===== src/rtl/reply_frame_crc_checker_unit_defines.svh =====
// Assertion macros shared by the reply frame CRC checker RTL.
// Define NO_ASSERTIONS to compile every check away.
`ifndef REPLY_FRAME_CRC_CHECKER_UNIT_DEFINES_SVH
`define REPLY_FRAME_CRC_CHECKER_UNIT_DEFINES_SVH

`ifndef NO_ASSERTIONS

// Same-cycle implication, sampled on the rising clock edge.
`define RFCC_ASSERT_IMPLIES(label, clk, rst_n, cond, expr) \
    label: assert property (@(posedge clk) disable iff (!rst_n) (cond) |-> (expr)) \
        else $error("rfcc: same-cycle check failed");

// Next-cycle implication, sampled on the rising clock edge.
`define RFCC_ASSERT_NEXT(label, clk, rst_n, cond, expr) \
    label: assert property (@(posedge clk) disable iff (!rst_n) (cond) |=> (expr)) \
        else $error("rfcc: next-cycle check failed");

`else

`define RFCC_ASSERT_IMPLIES(label, clk, rst_n, cond, expr)
`define RFCC_ASSERT_NEXT(label, clk, rst_n, cond, expr)

`endif

`endif


===== src/rtl/rfcc_pkg.sv =====
// Types, constants and CRC-16 nibble functions for the reply frame CRC checker.
// No dependencies.
package rfcc_pkg;

    localparam logic [15:0] CRC_INIT = 16'hFFFF;

    // Polynomial 0x1021 multiplied by each possible top nibble.
    localparam logic [15:0] NIB_TABLE [16] = '{
        16'h0000, 16'h1021, 16'h2042, 16'h3063,
        16'h4084, 16'h50a5, 16'h60c6, 16'h70e7,
        16'h8108, 16'h9129, 16'ha14a, 16'hb16b,
        16'hc18c, 16'hd1ad, 16'he1ce, 16'hf1ef
    };

    typedef struct packed {
        logic        crc_ok;
        logic        too_short;
        logic [15:0] crc_value;
    } result_t;

    // Shift the data nibble into the low end, fold the top nibble back in.
    function automatic logic [15:0] crc_nib_step(input logic [15:0] c, input logic [3:0] nib);
        return {c[11:0], nib} ^ NIB_TABLE[c[15:12]];
    endfunction

    function automatic logic [15:0] crc_byte(input logic [15:0] c, input logic [7:0] b);
        return crc_nib_step(crc_nib_step(c, b[7:4]), b[3:0]);
    endfunction

endpackage


===== src/rtl/rfcc_frame_core.sv =====
// Frame state of the reply frame CRC checker: byte count, two-byte trailer
// delay, running CRC and the end-of-frame verdict. Depends on rfcc_pkg.
`include "reply_frame_crc_checker_unit_defines.svh"

module rfcc_frame_core
    import rfcc_pkg::*;
(
    input  logic        clk,
    input  logic        rst_n,
    input  logic        step,
    input  logic [7:0]  rx_byte,
    input  logic        frame_end,
    output result_t     result
);

    typedef enum logic [1:0] {
        CNT_EMPTY,
        CNT_HEADER,
        CNT_ONE_HELD,
        CNT_TWO_HELD
    } count_t;

    count_t      count_reg,  count_next;
    logic [15:0] crc_reg,    crc_next;
    logic [7:0]  held0_reg,  held0_next;
    logic [7:0]  held1_reg,  held1_next;
    logic        short_frame;

    always_comb
    begin
        count_next = count_reg;
        crc_next   = crc_reg;
        held0_next = held0_reg;
        held1_next = held1_reg;
        case (count_reg)
            CNT_EMPTY:
            begin
                count_next = CNT_HEADER;
            end
            CNT_HEADER:
            begin
                held0_next = rx_byte;
                count_next = CNT_ONE_HELD;
            end
            CNT_ONE_HELD:
            begin
                held1_next = held0_reg;
                held0_next = rx_byte;
                count_next = CNT_TWO_HELD;
            end
            default:
            begin
                // Oldest held byte is now known to be body: fold it in.
                crc_next   = crc_byte(crc_reg, held1_reg);
                held1_next = held0_reg;
                held0_next = rx_byte;
            end
        endcase
    end

    assign short_frame = (count_reg == CNT_EMPTY) || (count_reg == CNT_HEADER);

    always_comb
    begin
        if (short_frame)
        begin
            result.crc_ok    = 1'b0;
            result.too_short = 1'b1;
            result.crc_value = CRC_INIT;
        end
        else
        begin
            result.crc_ok    = ({held1_next, held0_next} == crc_next);
            result.too_short = 1'b0;
            result.crc_value = crc_next;
        end
    end

    always_ff @(posedge clk or negedge rst_n)
    begin
        if (!rst_n)
        begin
            count_reg <= CNT_EMPTY;
            crc_reg   <= CRC_INIT;
            held0_reg <= '0;
            held1_reg <= '0;
        end
        else if (step)
        begin
            if (frame_end)
            begin
                // Drop all frame state for the next frame.
                count_reg <= CNT_EMPTY;
                crc_reg   <= CRC_INIT;
                held0_reg <= '0;
                held1_reg <= '0;
            end
            else
            begin
                count_reg <= count_next;
                crc_reg   <= crc_next;
                held0_reg <= held0_next;
                held1_reg <= held1_next;
            end
        end
    end

    `RFCC_ASSERT_NEXT(a_end_clears_count, clk, rst_n, step && frame_end, count_reg == CNT_EMPTY)
    `RFCC_ASSERT_IMPLIES(a_crc_idle_early, clk, rst_n, count_reg != CNT_TWO_HELD, crc_reg == CRC_INIT)
    `RFCC_ASSERT_IMPLIES(a_short_fails, clk, rst_n, result.too_short, !result.crc_ok)
    `RFCC_ASSERT_NEXT(a_count_holds, clk, rst_n, !step, $stable(count_reg) && $stable(crc_reg))

endmodule


===== src/rtl/reply_frame_crc_checker_unit.sv =====
// Top level of the reply frame CRC checker: input register, frame core and
// result register. Depends on rfcc_pkg and rfcc_frame_core.
//
// Takes one reply frame byte per cycle on the in_valid/in_ready channel and
// gives one result, on the out_valid/out_ready channel, for each byte marked
// frame_end. A byte is registered at the input, then enters the frame core's
// trailer delay and two-nibble CRC update and, if it ends the frame, lands in
// the result register. The sustained rate is one byte per cycle; in_ready
// drops only while a frame-end byte sits in the input register and the result
// register still holds an earlier request that out_ready has not taken.
`include "reply_frame_crc_checker_unit_defines.svh"

module reply_frame_crc_checker_unit
    import rfcc_pkg::*;
(
    input  logic        clk,
    input  logic        rst_n,
    input  logic        in_valid,
    output logic        in_ready,
    input  logic [7:0]  rx_byte,
    input  logic        frame_end,
    output logic        out_valid,
    input  logic        out_ready,
    output logic        crc_ok,
    output logic        too_short,
    output logic [15:0] crc_value
);

    logic       s1_valid_reg;
    logic [7:0] s1_byte_reg;
    logic       s1_end_reg;
    logic       out_valid_reg;
    result_t    out_result_reg;
    result_t    core_result;
    logic       out_free;
    logic       s1_fire;
    logic       out_load;

    assign out_free = !out_valid_reg || out_ready;
    // A byte that yields no result never waits on the output side.
    assign s1_fire  = s1_valid_reg && (!s1_end_reg || out_free);
    assign out_load = s1_fire && s1_end_reg;
    assign in_ready = !s1_valid_reg || s1_fire;

    always_ff @(posedge clk or negedge rst_n)
    begin
        if (!rst_n)
        begin
            s1_valid_reg <= 1'b0;
        end
        else if (in_ready)
        begin
            s1_valid_reg <= in_valid;
        end
    end

    always_ff @(posedge clk)
    begin
        if (in_ready && in_valid)
        begin
            s1_byte_reg <= rx_byte;
            s1_end_reg  <= frame_end;
        end
    end

    rfcc_frame_core u_core (
        .clk       (clk),
        .rst_n     (rst_n),
        .step      (s1_fire),
        .rx_byte   (s1_byte_reg),
        .frame_end (s1_end_reg),
        .result    (core_result)
    );

    always_ff @(posedge clk or negedge rst_n)
    begin
        if (!rst_n)
        begin
            out_valid_reg <= 1'b0;
        end
        else if (out_load)
        begin
            out_valid_reg <= 1'b1;
        end
        else if (out_ready)
        begin
            out_valid_reg <= 1'b0;
        end
    end

    always_ff @(posedge clk)
    begin
        if (out_load)
        begin
            out_result_reg <= core_result;
        end
    end

    assign out_valid = out_valid_reg;
    assign crc_ok    = out_result_reg.crc_ok;
    assign too_short = out_result_reg.too_short;
    assign crc_value = out_result_reg.crc_value;

    `RFCC_ASSERT_IMPLIES(a_no_overwrite, clk, rst_n, out_valid_reg && !out_ready, !out_load)
    `RFCC_ASSERT_NEXT(a_body_byte_moves, clk, rst_n, s1_valid_reg && !s1_end_reg, in_ready || s1_valid_reg)
    `RFCC_ASSERT_NEXT(a_end_gives_result, clk, rst_n, out_load, out_valid_reg)

endmodule


===== config.mk =====
export PLATFORM = sky130hd
export DESIGN_NAME = reply_frame_crc_checker_unit
export DESIGN_NICKNAME = d
export VERILOG_FILES = /design/src/rtl/rfcc_pkg.sv /design/src/rtl/rfcc_frame_core.sv /design/src/rtl/reply_frame_crc_checker_unit.sv
export VERILOG_INCLUDE_DIRS = /design/src /design/src/rtl
export SDC_FILE = /design/constraint.sdc
export NUM_CORES = 1
export LEC_CHECK = 0
export BUFFER_PORTS_ARGS = -buffer_cell sky130_fd_sc_hd__buf_2
export CAP_MARGIN = 10
export CORE_AREA = 2 2 77 116
export DETAILED_ROUTE_END_ITERATION = 10
export DIE_AREA = 0 0 79 118
export GPL_TIMING_DRIVEN = 0
export PLACE_DENSITY = 0.58
export RECOVER_POWER = 25
export SLEW_MARGIN = 10
export SYNTH_ARGS = -nofsm -noshare
export SYNTH_HDL_FRONTEND = slang
export SYNTH_HIERARCHICAL = 1
export SYNTH_SLANG_ARGS = --single-unit

===== constraint.sdc =====
create_clock -name clk -period 4.11 [get_ports clk]
set_clock_uncertainty 0.2 [all_clocks]
set_input_delay 0.6165 -clock clk [delete_from_list [all_inputs] [get_ports clk]]
set_output_delay 0.6165 -clock clk [all_outputs]
set_load 0.02 [all_outputs]

Word-level counts from Yosys, hierarchy flattened --
Memories as Yosys holds them, arrays and structs flattened. Index checks and enable logic that the tools add are counted.
Word-level totals: output and inout bits 20, ROM bits 512, word-level logic and storage cells 53, memories kept 2, latch bits 0, RAM bits 0, input bits 13, flip-flop bits (word level) 63
Cells by class: mux-type cells 15, shift-type cells 0, magnitude comparators 2, add/subtract/negate cells 0, div/mod/pow operators 0, reductions and logical operators 16, multipliers 0, bitwise logic cells 4, eq/ne operators 3
Memories:
- (no name shown) | depth 16, width 16, rd ports 1, clocked after memory_dff 0, write ports 0, RTL line rfcc_pkg.sv:23 | return {c[11:0], nib} ^ NIB_TABLE[c[15:12]];
- (no name shown) | depth 16, width 16, rd ports 1, clocked after memory_dff 0, write ports 0, RTL line rfcc_pkg.sv:23
Operators by type and width (number):
- 2-to-1 mux 16 bit | 6
- 2-to-1 mux 8 bit | 4
- bitwise XOR 16 bit | 2
- 2-to-1 mux 17 bit | 1
- == test 16 bit | 1
- greater-or-equal comparator 5 bit (second input constant) | 2
- NOT 4 -> 5 bit | 2
- one-hot mux 2 bit (3 select lines) | 1
- logical OR 1 bit | 4
- nonzero test 4 bit | 1
- logical AND 1 bit | 3
- zero test 1 bit | 3
- OR reduction 3 bit | 1
- == test 2 x 1 -> 1 bit (second input constant) | 1
- == test 2 bit (second input constant) | 1
- zero test 2 bit | 1
- 2-to-1 mux 1 bit | 2
- 2-to-1 mux 2 bit | 1
- AND reduction 2 bit | 1
- nonzero test 2 bit | 1
- OR reduction 2 bit | 1

Logic depth before layout (Yosys ltp) --
Gate-level depths: netlist (run 1).
word-level depth 12, depth in mapped cells 10, depth with buffers taken out 8

Modules after synthesis --
Netlist (run 1), hierarchy kept.
Modules (own cells, without submodules):
- rfcc_frame_core | area an instance 2412.3 um^2, instances 1, sequential area each 870.8 um^2, cells each 263
- reply_frame_crc_checker_unit | area an instance 917.1 um^2, instances 1, sequential area each 860.8 um^2, cells each 37

Least setup slack after synthesis (run 1) --
Ideal clock, no wire load.
path kind reg2reg, from register u_core.count_reg[1], to register out_result_reg, in the netlist crc_ok, data pin, data arrival time 2205 ps, data required time 3760 ps, library setup time 150 ps, clock period less this slack 2555 ps, path buffers 2, stages on the path, launching flop included 11, setup slack 1555 ps, cell sequence dfrtp_1 > buf_6 > inv_1 > ha_1 > buf_4 > mux2i_1 > xor2_1 > and4_1 > a31oi_1 > or4_4 > nor3_2
Between the ends: longest elaborated chain between the ends 4, elaborated cells between the ends (all ways) 10, classes of those cells 3 x eq/ne; 3 x mux; 4 x reduce/logical
Ends and longest elaborated chain:
- from (decl) | RTL line rfcc_frame_core.sv:23 | count_t count_reg, count_next;
- from (signal assigned) | RTL line rfcc_frame_core.sv:100 | count_reg <= count_next;
- == test 2 bit (tied with other cells) | RTL line rfcc_frame_core.sv:35 | case (count_reg)
- OR reduction 3 bit (no line) / OR reduction 2 bit (equally long branches)
- 2-to-1 mux 16 bit / 2-to-1 mux 8 bit (equally long branches) | RTL line rfcc_frame_core.sv:35
- == test 16 bit | RTL line rfcc_frame_core.sv:73 | result.crc_ok = ({held1_next, held0_next} == crc_next);
- to (signal assigned) | RTL line reply_frame_crc_checker_unit.sv:95 | out_result_reg <= core_result;
- to (decl) | RTL line reply_frame_crc_checker_unit.sv:33 | result_t out_result_reg;
Several ways; a longest one is shown, not always the timed one. A chain may end at the register's enable or synchronous reset.

Worst setup path after layout (run 1) --
Ends and elaborated chain as after synthesis.

==> flow_metrics.env, run 1 <==
export IMPL_postRouteAntennaNets=0
export IMPL_path_max_fanout=10
export IMPL_clockBufferDepth=2
export IMPL_routabilityCongestion=0.8863
export IMPL_placed_cell_area_mm2=0.003641
export IMPL_wirelength_mm=7.407
export IMPL_drive_above_1_share=0.2120
export IMPL_htreeDepth=3
export IMPL_synth_seq_cells=63
export IMPL_worst_pin_slew_ns=2.044
export IMPL_fmax_mhz=349.7
export IMPL_finalHoldViolations=0
export IMPL_port_buffers=32
export IMPL_clkPwrFrac=0.288
export IMPL_area_growth_pct=17.47
export IMPL_die_w_um=79
export IMPL_grt_pass1_wl_mm=12.32
export IMPL_diodes=0
export IMPL_period_share=0.6957
export IMPL_post_cts_buffers=0
export IMPL_seqPwrFrac=0.374
export IMPL_slew_headroom=-0.3628
export IMPL_grt_ovfl_total=0
export IMPL_slew_viol_final=37
export IMPL_clock_sinks=63
export IMPL_grt_util_met1=0.2005
export IMPL_fin_cells=456
export IMPL_timing_critical_path_from_type="flip-flop"
export IMPL_cts_resized=0
export IMPL_synth_seq_area_share=0.5201
export IMPL_grtUsageMet3=0.03451
export IMPL_cts_root_buf="clkbuf_16"
export IMPL_synth_area_mm2=0.003329
export IMPL_intPower_mw=1.570
export IMPL_use_met2=0.3056
export IMPL_vdd_drop_max_v=0.0002707
export IMPL_gr_max_usage_layer="met2"
export IMPL_grtUsageTotal=0.1771
export IMPL_maxCapViolations=1
export IMPL_via_per_inst=5.105
export IMPL_rsz0062_at_grt="no"
export IMPL_drt_initial_drc_count=154
export IMPL_dp_cells=440
export IMPL_nNetsFinal=361
export IMPL_slowest_stage="or4_4"
export IMPL_hp_class="in -> reg"
export IMPL_required_ns=4.07
export IMPL_violations="capacitance limit, slew limit"
export IMPL_netlist_instances=300
export IMPL_tns_ns=0
export IMPL_criticalPathCategory="reg -> reg"
export IMPL_switching_power_mw=0.8226
export IMPL_endpoint_kind="flip-flop"
export IMPL_fp_dieArea_mm2=0.009322
export IMPL_numCtsBuffers=9
export IMPL_slowest_delay_ns=0.55
export IMPL_cp_arrival_ns=2.82
export IMPL_synth_edf_count=27
export IMPL_setup_viol=0
export IMPL_firstDrtPassIters=4
export IMPL_leakage_nw=1.470
export IMPL_dp_slack_ns=1.244
export IMPL_async_flop_share=0.5714
export IMPL_syn_nets=317
export IMPL_clkLatencyLatePin_ns=0.32
export IMPL_fin_area_mm2=0.003911
export IMPL_vias=2328
export IMPL_layout_setup_ws_ns=1.251
export IMPL_drc=0
export IMPL_switching_share=0.3438
export IMPL_period_minus_slack_ns=2.859
export IMPL_path_cells="buf_6, inv_1, ha_1, buf_4, mux2i_1, xor2_1, and4_1, a31oi_1, or4_4, nor3_2"
export IMPL_ys_warn_count=6
export IMPL_fp_row_count=41
export IMPL_grt_max_degree=37
export IMPL_design_portCount=33
export IMPL_drt_wirelength_per_cell_um=16.24
export IMPL_n_fill_cell=823
export IMPL_grt_pass1_vias=2361
export IMPL_outcome="complete, but fails checks"
export IMPL_powerDensity_mw_per_mm2=611.8
export IMPL_clk_pin_slew_ns=0.05
export IMPL_antenna_found_initial=0
export IMPL_power_mw=2.393
export IMPL_hpwl_mm=5.557
export IMPL_p_comb_frac=0.338
export IMPL_synth_flop_cell="edfxtp_1"
export IMPL_core_mm2=0.008310
export IMPL_ys_types=46
export IMPL_start_util=0.4006
export IMPL_avgSynthCellArea_um2=11.10
export IMPL_post_route_util=0.4706
export IMPL_path_buf_inv=3
export IMPL_hold_slack_ns=0.2643
export IMPL_cts_tree="built"
export IMPL_hold_buffers=0
export IMPL_critical_path_top_delay_family="simple AND/OR/NAND/NOR gates"
export IMPL_die_h_um=118
==> routing by layer <==
layer / wire length, um / share of wire
met3: 324 / 0.044
met5: 0 / 0
met1: 2832 / 0.38
met4: 246 / 0.033
met2: 4003 / 0.54
==> path summary, 6_finish.rpt <==
kind / from / end / slack, ns / cells after the start
worst min register to register: u_core/crc_reg[1] / u_core/crc_reg[1] / 0.32 / 2
max in group asynchronous: rst_n / u_core/held0_reg[6] / 1.86 / 1
worst min-delay path: frame_end / s1_end_reg / 0.26 / 1
worst max-delay path: u_core/count_reg[1] / crc_ok / 1.25 / 10
worst max register to register: u_core/count_reg[1] / crc_ok / 1.25 / 10
min in group asynchronous: rst_n / u_core/count_reg[0] / 0.67 / 1
==> power by group through the flow <==
stage | Clock [mW] | Sequential, mW | Combinational, mW
4_1_cts | 0.708 | 0.894 | 0.818
6_report | 0.688 | 0.895 | 0.810
2_1_floorplan | 0 | 0.892 | 0.615
5_1_grt | 0.744 | 0.912 | 0.895
3_3_place_gp | 0 | 0.898 | 0.804
3_5_place_dp | 0 | 0.903 | 0.816
==> cell usage in the layout (no fill, tap or decap), types with 13 or more instances in the layout <==
cell / instances
a21oi_1: 18
dfrtp_1: 20
xor2_1: 21
nand2_1: 26
mux2i_1: 18
nor2_1: 19
xnor2_1: 26
dfstp_2: 16
edfxtp_1: 27
clkbuf_1: 17
inv_1: 13
buf_2: 36
==> area by class of cell <==
| type | instances | area [um^2] | area share |
|---|---|---|---|
| inverter | 14 | 52.55 | 0.01344 |
| clock buffer | 16 | 271.5 | 0.06942 |
| tap | 107 | 133.9 | 0.03423 |
| sequential | 63 | 1732 | 0.4427 |
| timing repair buffer | 33 | 173.9 | 0.04447 |
| buffer | 20 | 96.34 | 0.02463 |
| multi-input combinational | 203 | 1451 | 0.3711 |
==> Yosys cell counts (all sizes together) (2+ instances only) <==
| cell | n | area share |
|---|---|---|
| xor2 | 21 | 0.055 |
| nor2b | 3 | 0.0056 |
| or4 | 2 | 0.0056 |
| a32o | 2 | 0.0060 |
| nor2 | 21 | 0.026 |
| a31oi | 4 | 0.0075 |
| o21ai | 12 | 0.018 |
| clkbuf | 11 | 0.012 |
| nand2b | 3 | 0.0056 |
| a21o | 2 | 0.0045 |
| inv | 14 | 0.016 |
| o21a | 5 | 0.011 |
| o22ai | 8 | 0.015 |
| dfstp | 16 | 0.13 |
| a22oi | 6 | 0.014 |
| nand2 | 26 | 0.029 |
| buf | 9 | 0.017 |
| xnor2 | 27 | 0.073 |
| a22o | 7 | 0.018 |
| ha | 4 | 0.015 |
| a21oi | 18 | 0.027 |
| dfrtp | 20 | 0.15 |
| nor3 | 2 | 0.0045 |
| edfxtp | 27 | 0.24 |
| mux2i | 18 | 0.054 |
==> cell families after synthesis <==
kind of cell | after synthesis | synth area share
buf+inv | 34 | 0.04472
mux | 18 | 0.05411
compound gates | 69 | 0.1345
simple gates | 62 | 0.08906
flops | 63 | 0.5201
xor+xnor | 50 | 0.1424
fa+ha+maj | 4 | 0.01503
(Power assumes the default switching activity.)
==> run 2: changes to the inputs <==
PLACE_DENSITY = 0.6   (was 0.58)
clock period = 2.51 ns   (was 4.11 ns; I/O delays follow)
==> run 2 against run 1 <==
The run now ends clean. Global-route usage rose by 0.092 points. Wire length rose by 0.24%. Total power rose by 71%. Clock-buffer cell count fell by 1. Worst hold slack got worse by 0.24 ns. Critical path depth fell by 2. Register-to-register slack got worse by 1.2 ns. Combinational power rose by 88%. Utilization rose by 1.4 points. Critical path type unchanged. Highest routed layer unchanged.
==> flow_metrics.env, run 2 (same netlist as run 1, synthesis figures left out) <==
export IMPL_intPower_mw=2.672
export IMPL_dp_cells=440
export IMPL_grt_pass1_wl_mm=12.41
export IMPL_wirelength_mm=7.425
export IMPL_maxCapViolations=0
export IMPL_powerDensity_mw_per_mm2=1018
export IMPL_grt_util_met1=0.1994
export IMPL_grt_pass1_vias=2405
export IMPL_p_comb_frac=0.371
export IMPL_finalHoldViolations=0
export IMPL_vias=2340
export IMPL_outcome="completed"
export IMPL_cp_arrival_ns=2.47
export IMPL_gr_max_usage_layer="met2"
export IMPL_via_per_inst=5.076
export IMPL_clockBufferDepth=2
export IMPL_path_max_fanout=10
export IMPL_slew_viol_final=0
export IMPL_die_h_um=118
export IMPL_grtUsageTotal=0.1780
export IMPL_numCtsBuffers=9
export IMPL_postRouteAntennaNets=0
export IMPL_layout_common_cells="buf_2, edfxtp_1, nand2_1"
export IMPL_port_buffers=32
export IMPL_htreeDepth=3
export IMPL_setup_viol=0
export IMPL_use_met2=0.3024
export IMPL_die_w_um=79
export IMPL_drt_initial_drc_count=90
export IMPL_clock_sinks=63
export IMPL_grtUsageMet3=0.02454
export IMPL_worst_pin_slew_ns=0.9661
export IMPL_switching_share=0.3482
export IMPL_grt_ovfl_total=0
export IMPL_endpoint_kind="flip-flop"
export IMPL_area_growth_pct=20.97
export IMPL_rsz0062_at_grt="yes"
export IMPL_start_util=0.4006
export IMPL_leakage_nw=1.506
export IMPL_seqPwrFrac=0.361
export IMPL_vdd_drop_max_v=0.0004490
export IMPL_hpwl_mm=5.480
export IMPL_core_mm2=0.008310
export IMPL_fp_dieArea_mm2=0.009322
export IMPL_period_share=0.9940
export IMPL_criticalPathCategory="reg -> reg"
export IMPL_cts_root_buf="clkbuf_16"
export IMPL_design_portCount=33
export IMPL_hp_class="in -> reg"
export IMPL_required_ns=2.48
export IMPL_switching_power_mw=1.427
export IMPL_drc=0
export IMPL_power_mw=4.100
export IMPL_clkLatencyLatePin_ns=0.33
export IMPL_tns_ns=0
export IMPL_fp_row_count=41
export IMPL_diodes=0
export IMPL_period_minus_slack_ns=2.495
export IMPL_clkPwrFrac=0.268
export IMPL_fin_cells=461
export IMPL_drt_wirelength_per_cell_um=16.11
export IMPL_timing_critical_path_from_type="flip-flop"
export IMPL_fmax_mhz=400.8
export IMPL_slew_headroom=0.3559
export IMPL_antenna_found_initial=0
export IMPL_mostFrequentLayoutCell="buf_2"
export IMPL_clk_pin_slew_ns=0.05
export IMPL_drive_above_1_share=0.2401
export IMPL_cts_tree="built"
export IMPL_firstDrtPassIters=4
export IMPL_grt_max_degree=37
export IMPL_nNetsFinal=366
export IMPL_routabilityCongestion=0.8751
[run 2: power groups by stage]
stage | combinational, mW | clock [mW] | sequential (mW)
final | 1.52 | 1.10 | 1.48
after global routing | 1.66 | 1.18 | 1.51
after CTS | 1.51 | 1.13 | 1.47
after detailed placement | 1.40 | 0 | 1.49
after global placement | 1.37 | 0 | 1.48
after floorplan | 1.07 | 0 | 1.47
[run 2: worst paths after layout]
kind	from	endpoint	slack (ns)	cells past startpoint
min in group asynchronous	rst_n	u_core/count_reg[0]	0.49	2
worst max-delay path	u_core/count_reg[1]	crc_ok	0.02	8
max in group asynchronous	rst_n	u_core/held1_reg[1]	1.08	2
worst max register to register	u_core/count_reg[1]	crc_ok	0.02	8
worst min register to register	u_core/held1_reg[7]	u_core/held1_reg[7]	0.32	1
worst min-delay path	rx_byte[3]	s1_byte_reg[3]	0.02	1
[run 2: repair_timing]
item,CTS,global route
hold buffers,1,0
endpoints found under the hold margin,20,0
pin swaps,4,0
buffers inserted,4,0
gates resized for setup,11,9
setup endpoints to repair,11,4
[run 2: layer usage]
layer	vias up	part of all wire
met5	-	0
met4	0	0.050
met3	24	0.027
met2	53	0.53
met1	1118	0.40
li1	1145	-
[run 2: worst max-delay path: stages (launching register included)]
cell	delay, ns
dfrtp_1	0.36
buf_4	0.12
ha_1	0.15
buf_6	0.18
mux2i_4	0.27
xor2_1	0.20
nand3_1	0.14
or4_4	0.55
nor3_2	0.17
[run 2: stage by stage]
stage	instance area, um^2	utilization	setup WS, ns	hold WS, ns
after floorplan	3364	-	0.01312	-0.1191
after global placement	3659	0.4402	-0.2350	0.2961
after detailed placement	3676	0.4423	-0.2505	0.3108
after CTS	4029	0.4848	0.01304	0.01021
after global routing	4028	0.4846	-0.09075	0.01761
final	4028	0.4846	0.01501	0.02117
[run 2: layout make-up]
cell class,count,area [um^2]
sequential,63,1732
fill,812,4283
tap,107,133.9
inverter,14,57.56
clock inverter,1,5.005
buffer,20,118.9
multi-input combinational,203,1528
timing repair buffer,38,195.2
clock buffer,15,257.7
